**src/dmt_pkg.sv**
```systemverilog
// dmt_pkg: shared types and constants for the maximal munch dfa tokenizer
// no dependencies
package dmt_pkg;

  localparam int CMD_W   = 2;
  localparam int STATE_W = 6;
  localparam int SYM_W   = 7;
  localparam int KIND_W  = 2;

  localparam logic [CMD_W-1:0] CMD_SET_TRANS  = 2'd0;
  localparam logic [CMD_W-1:0] CMD_SET_ACCEPT = 2'd1;
  localparam logic [CMD_W-1:0] CMD_SCAN       = 2'd2;
  localparam logic [CMD_W-1:0] CMD_END        = 2'd3;

  localparam logic [KIND_W-1:0] KIND_CHAR  = 2'd0;
  localparam logic [KIND_W-1:0] KIND_END   = 2'd1;
  localparam logic [KIND_W-1:0] KIND_ERROR = 2'd2;

  typedef struct packed {
    logic               valid;
    logic [STATE_W-1:0] target;
  } tbl_entry_t;

  typedef struct packed {
    logic [KIND_W-1:0] kind;
    logic [SYM_W-1:0]  sym;
  } out_item_t;

  typedef struct packed {
    logic tbl_we;
    logic tbl_re;
    logic acc_we;
    logic acc_re;
  } mem_ctl_t;

endpackage

```
**src/dmt_out_fifo.sv**
```systemverilog
// dmt_out_fifo: two-entry result queue in front of the output channel
// depends on dmt_pkg
module dmt_out_fifo
  import dmt_pkg::*;
(
  input  logic      clk,
  input  logic      rst,
  input  logic      push,
  input  out_item_t push_item,
  output logic      full,
  output logic      out_valid,
  input  logic      out_ready,
  output out_item_t out_item
);

  out_item_t  slots [2];
  logic       wr_ptr;
  logic       rd_ptr;
  logic [1:0] count;
  logic       pop;

  assign full      = (count == 2'd2);
  assign out_valid = (count != 2'd0);
  assign out_item  = slots[rd_ptr];
  assign pop       = out_valid && out_ready;

  always_ff @(posedge clk) begin
    if (push && !full) begin
      slots[wr_ptr] <= push_item;
    end
  end

  always_ff @(posedge clk) begin
    if (rst) begin
      wr_ptr <= 1'b0;
      rd_ptr <= 1'b0;
      count  <= 2'd0;
    end else begin
      if (push && !full) begin
        wr_ptr <= !wr_ptr;
      end
      if (pop) begin
        rd_ptr <= !rd_ptr;
      end
      count <= count + 2'(push && !full) - 2'(pop);
    end
  end

endmodule

```
**config.mk**
```make
export PLATFORM = sky130hd
export DESIGN_NAME = dmt_out_fifo
export DESIGN_NICKNAME = d
export VERILOG_FILES = /design/src/dmt_pkg.sv /design/src/dmt_out_fifo.sv
export SDC_FILE = /design/constraint.sdc
export NUM_CORES = 1
export LEC_CHECK = 0
export ABC_AREA = 1
export BUFFER_PORTS_ARGS = -buffer_cell sky130_fd_sc_hd__buf_2
export CORE_UTILIZATION = 40
export DETAILED_ROUTE_END_ITERATION = 10
export SYNTH_ARGS = -nofsm -noshare
export SYNTH_HDL_FRONTEND = slang
export SYNTH_SLANG_ARGS = --single-unit
```
**constraint.sdc**
```tcl
create_clock -name clk -period 2.5 [get_ports clk]
set_clock_uncertainty 0.05 [all_clocks]
set_input_delay 0.25 -clock clk [delete_from_list [all_inputs] [get_ports clk]]
set_output_delay 0.25 -clock clk [all_outputs]
set_load 0.02 [all_outputs]
```
==> results.json <==
{
  "end_kind": "output port",
  "clkTransAtPathRegs_ns": 0.12,
  "synth_edf_count": 18,
  "slowest_stage": "dfxtp_1",
  "ys_seq_area_share_pct": 68.4,
  "dpl_cell_area_um2": 1080,
  "drv_cap": 0,
  "total_power_mw": 1.08,
  "yosysTopAreaCellShare_pct": 57.7,
  "first_pass_iters": 2,
  "finalSetupViolCount": 0,
  "cts_setup_buffers": 0,
  "path_cells": "mux2_4 -> buf_2",
  "hold_viol": 0,
  "synth-simple-area-share_pct": 8.68,
  "comb_power_share_pct": 34.9,
  "power_switching_mw": 0.366,
  "htreeDepth": 1,
  "initial_core_util_pct": 42.4,
  "wirelength_um": 1340,
  "synthCells": 66,
  "die_w_um": 50.4,
  "antenna_left": 0,
  "rsz0062_at_grt": "false",
  "critPathTopFamily": "flip-flops",
  "p_int_mw": 0.715,
  "synth_fp_nets": 81,
  "yosys.area_share.adder_pct": 2.67,
  "die_y_um": 50.4,
  "relSlewSlack_pct": 52.0,
  "leakagePower_nw": 0.496,
  "cts_sinks": 23,
  "vias_per_cell": 4.50,
  "dp_hpwl_um": 1020,
  "grt_pass1_wl_um": 2060,
  "area_delta_synth_final_pct": 17.8,
  "grt_antenna_before_repair": 0,
  "syn_area_per_cell_um2": 14.2,
  "setup_tns_ns": 0,
  "dr_total_vias": 540,
  "gp_congestion": 0.805,
  "drv_slew": 0,
  "ir_drop_mv": 0.458,
  "netlist_area_um2": 937,
  "stdcell_area_um2": 1100,
  "coreArea_um2": 2210,
  "dieArea_um2": 2540,
  "period_minus_slack_ns": 1.81,
  "r2r-start": "count[0]",
  "cts_root_buf": "clkbuf_4",
  "run_status": "finished, final reports clean",
  "holdWs_ns": 0.0501,
  "yosysMostFrequentCell": "edfxtp_1",
  "muxShareOfSynthArea_pct": 14.4,
  "grt-ovfl-total": 0,
  "synth_area_leaders": "edfxtp_1 58%, mux2_4 14%, dfxtp_1 11%, inv_1 3.6%, nand2_1 3.2%",
  "cp.arrival_ns": 1.51,
  "hp-class": "input port to register",
  "first_iter_violations": 11,
  "io_pins": 24,
  "pwr_density_cell_nw_per_um2": 979,
  "synth_seq_cells": 23,
  "timing.fmax_mhz": 553,
  "io_buffers": 23,
  "num_antenna_cells": 0,
  "grt_pass1_vias": 501,
  "yosysTopAreaCell": "edfxtp_1",
  "pwr-share-seq_pct": 49.9,
  "synth_compound_area_share_pct": 1.07,
  "critical_path_class": "register to output port",
  "cts_tree": "built",
  "tightest_slew_ns": 0.718,
  "required_ns": 2.20,
  "grt_max_degree": 14,
  "synth_cell_types": 11,
  "cp_num_buf_inv": 1,
  "synth_flop_cell": "edfxtp_1",
  "insertion_delay_ns": 0.30,
  "ys_top_cells_by_count": "18 x edfxtp_1, 9 x inv_1, 9 x mux2_4, 8 x nand2_1, 8 x nor2_1",
  "drc_errors": 0,
  "fin_crit_sh_pct": 72.3,
  "grt_usage_pct": 11.5,
  "cp-start-kind": "register",
  "hold_buffers": 0,
  "ys_async_sr_fraction_pct": 0,
  "clock_path_buffers": 2,
  "slowest_delay_ns": 0.70,
  "wl_per_cell_um": 11.2,
  "numCtsBuffers": 3,
  "path_max_fanout": 9,
  "synth-xor-area-share_pct": 0,
  "ys_warn_count": 0,
  "ctsResizeCount": 0,
  "p_clk_share_pct": 15.2,
  "final_core_util_pct": 49.9,
  "switching_share_pct": 33.8,
  "hold_start": "rst",
  "nets": 108,
  "synth_top_family_by_area": "multiplexers",
  "drive_above_1_share_pct": 40.2,
  "num_rows": 17
}
## cell type report
cell class,instances,area [µm²]
timing repair buffer,23,115
tap,28,35.0
inverter,9,33.8
fill,224,1110
clock buffer,3,22.5
sequential,23,641
multi-input combinational,33,251
clock inverter,1,5.00
## path summary, 6_finish.rpt
path                            slack [ns]  depth (start not counted)     endpoint
worst min register to register        0.47                          2     register
worst max-delay path                  0.69                          2  out_item[1]
worst max register to register        0.92                          4  slots[0][7]
worst min-delay path                  0.05                          2     count[0]
## worst reg2reg max path: stages, from the launching register on
cell     delay, ns
dfxtp_1       0.37
inv_1         0.06
nand2_1       0.11
nand2_1       0.09
nor2_1        0.56
## through the flow
stage                     setup slack (ns)  std cells
final                                0.693        120
after global routing                 0.595        120
after CTS                            0.662        120
after detailed placement             0.889        116
after global placement               0.921        116
after floorplan                       1.06         66
## layer usage
layer | up-vias | routed length [µm] | global-route usage, %
met3 | 2 | 69 | 3.33
li1 | 278 | - | -
met4 | 0 | 10 | 6.94
met2 | 14 | 687 | 19.1
met5 | - | 0 | 0
met1 | 246 | 570 | 12.9
## logic make-up (layout without fill, tap and decap cells)
family,Yosys count,count (layout)
and+or+nand+nor,20,20
buffers and inverters,10,36
AOI/OAI and AO/OA,2,2
adders and majority gates,2,2
muxes,9,9
DFF,23,23
## power groups by stage
stage	logic, mW	registers [mW]	clock network [mW]
2_1_floorplan	0.314	0.521	0
3_3_place_gp	0.378	0.547	0
3_5_place_dp	0.383	0.550	0
4_1_cts	0.384	0.540	0.171
5_1_grt	0.416	0.551	0.195
6_report	0.377	0.539	0.164
## registers in the layout, indices dropped and copies added, names as in the netlist, named ones only
register / count
count: 2
rd_ptr: 1
slots: 18
wr_ptr: 1
## cell usage in the layout (no fill, tap or decap), types with 2 or more instances in the layout
cell type  synthesis  routed
buf_2              0      23
edfxtp_1          18      18
inv_1              9       9
mux2_4             9       9
nor2_1             8       8
nand2_1            8       8
dfxtp_1            5       5
nand3_1            3       3
clkbuf_4           0       3
a21oi_1            2       2
ha_1               2       2
Power figures use the tool's default switching activity.
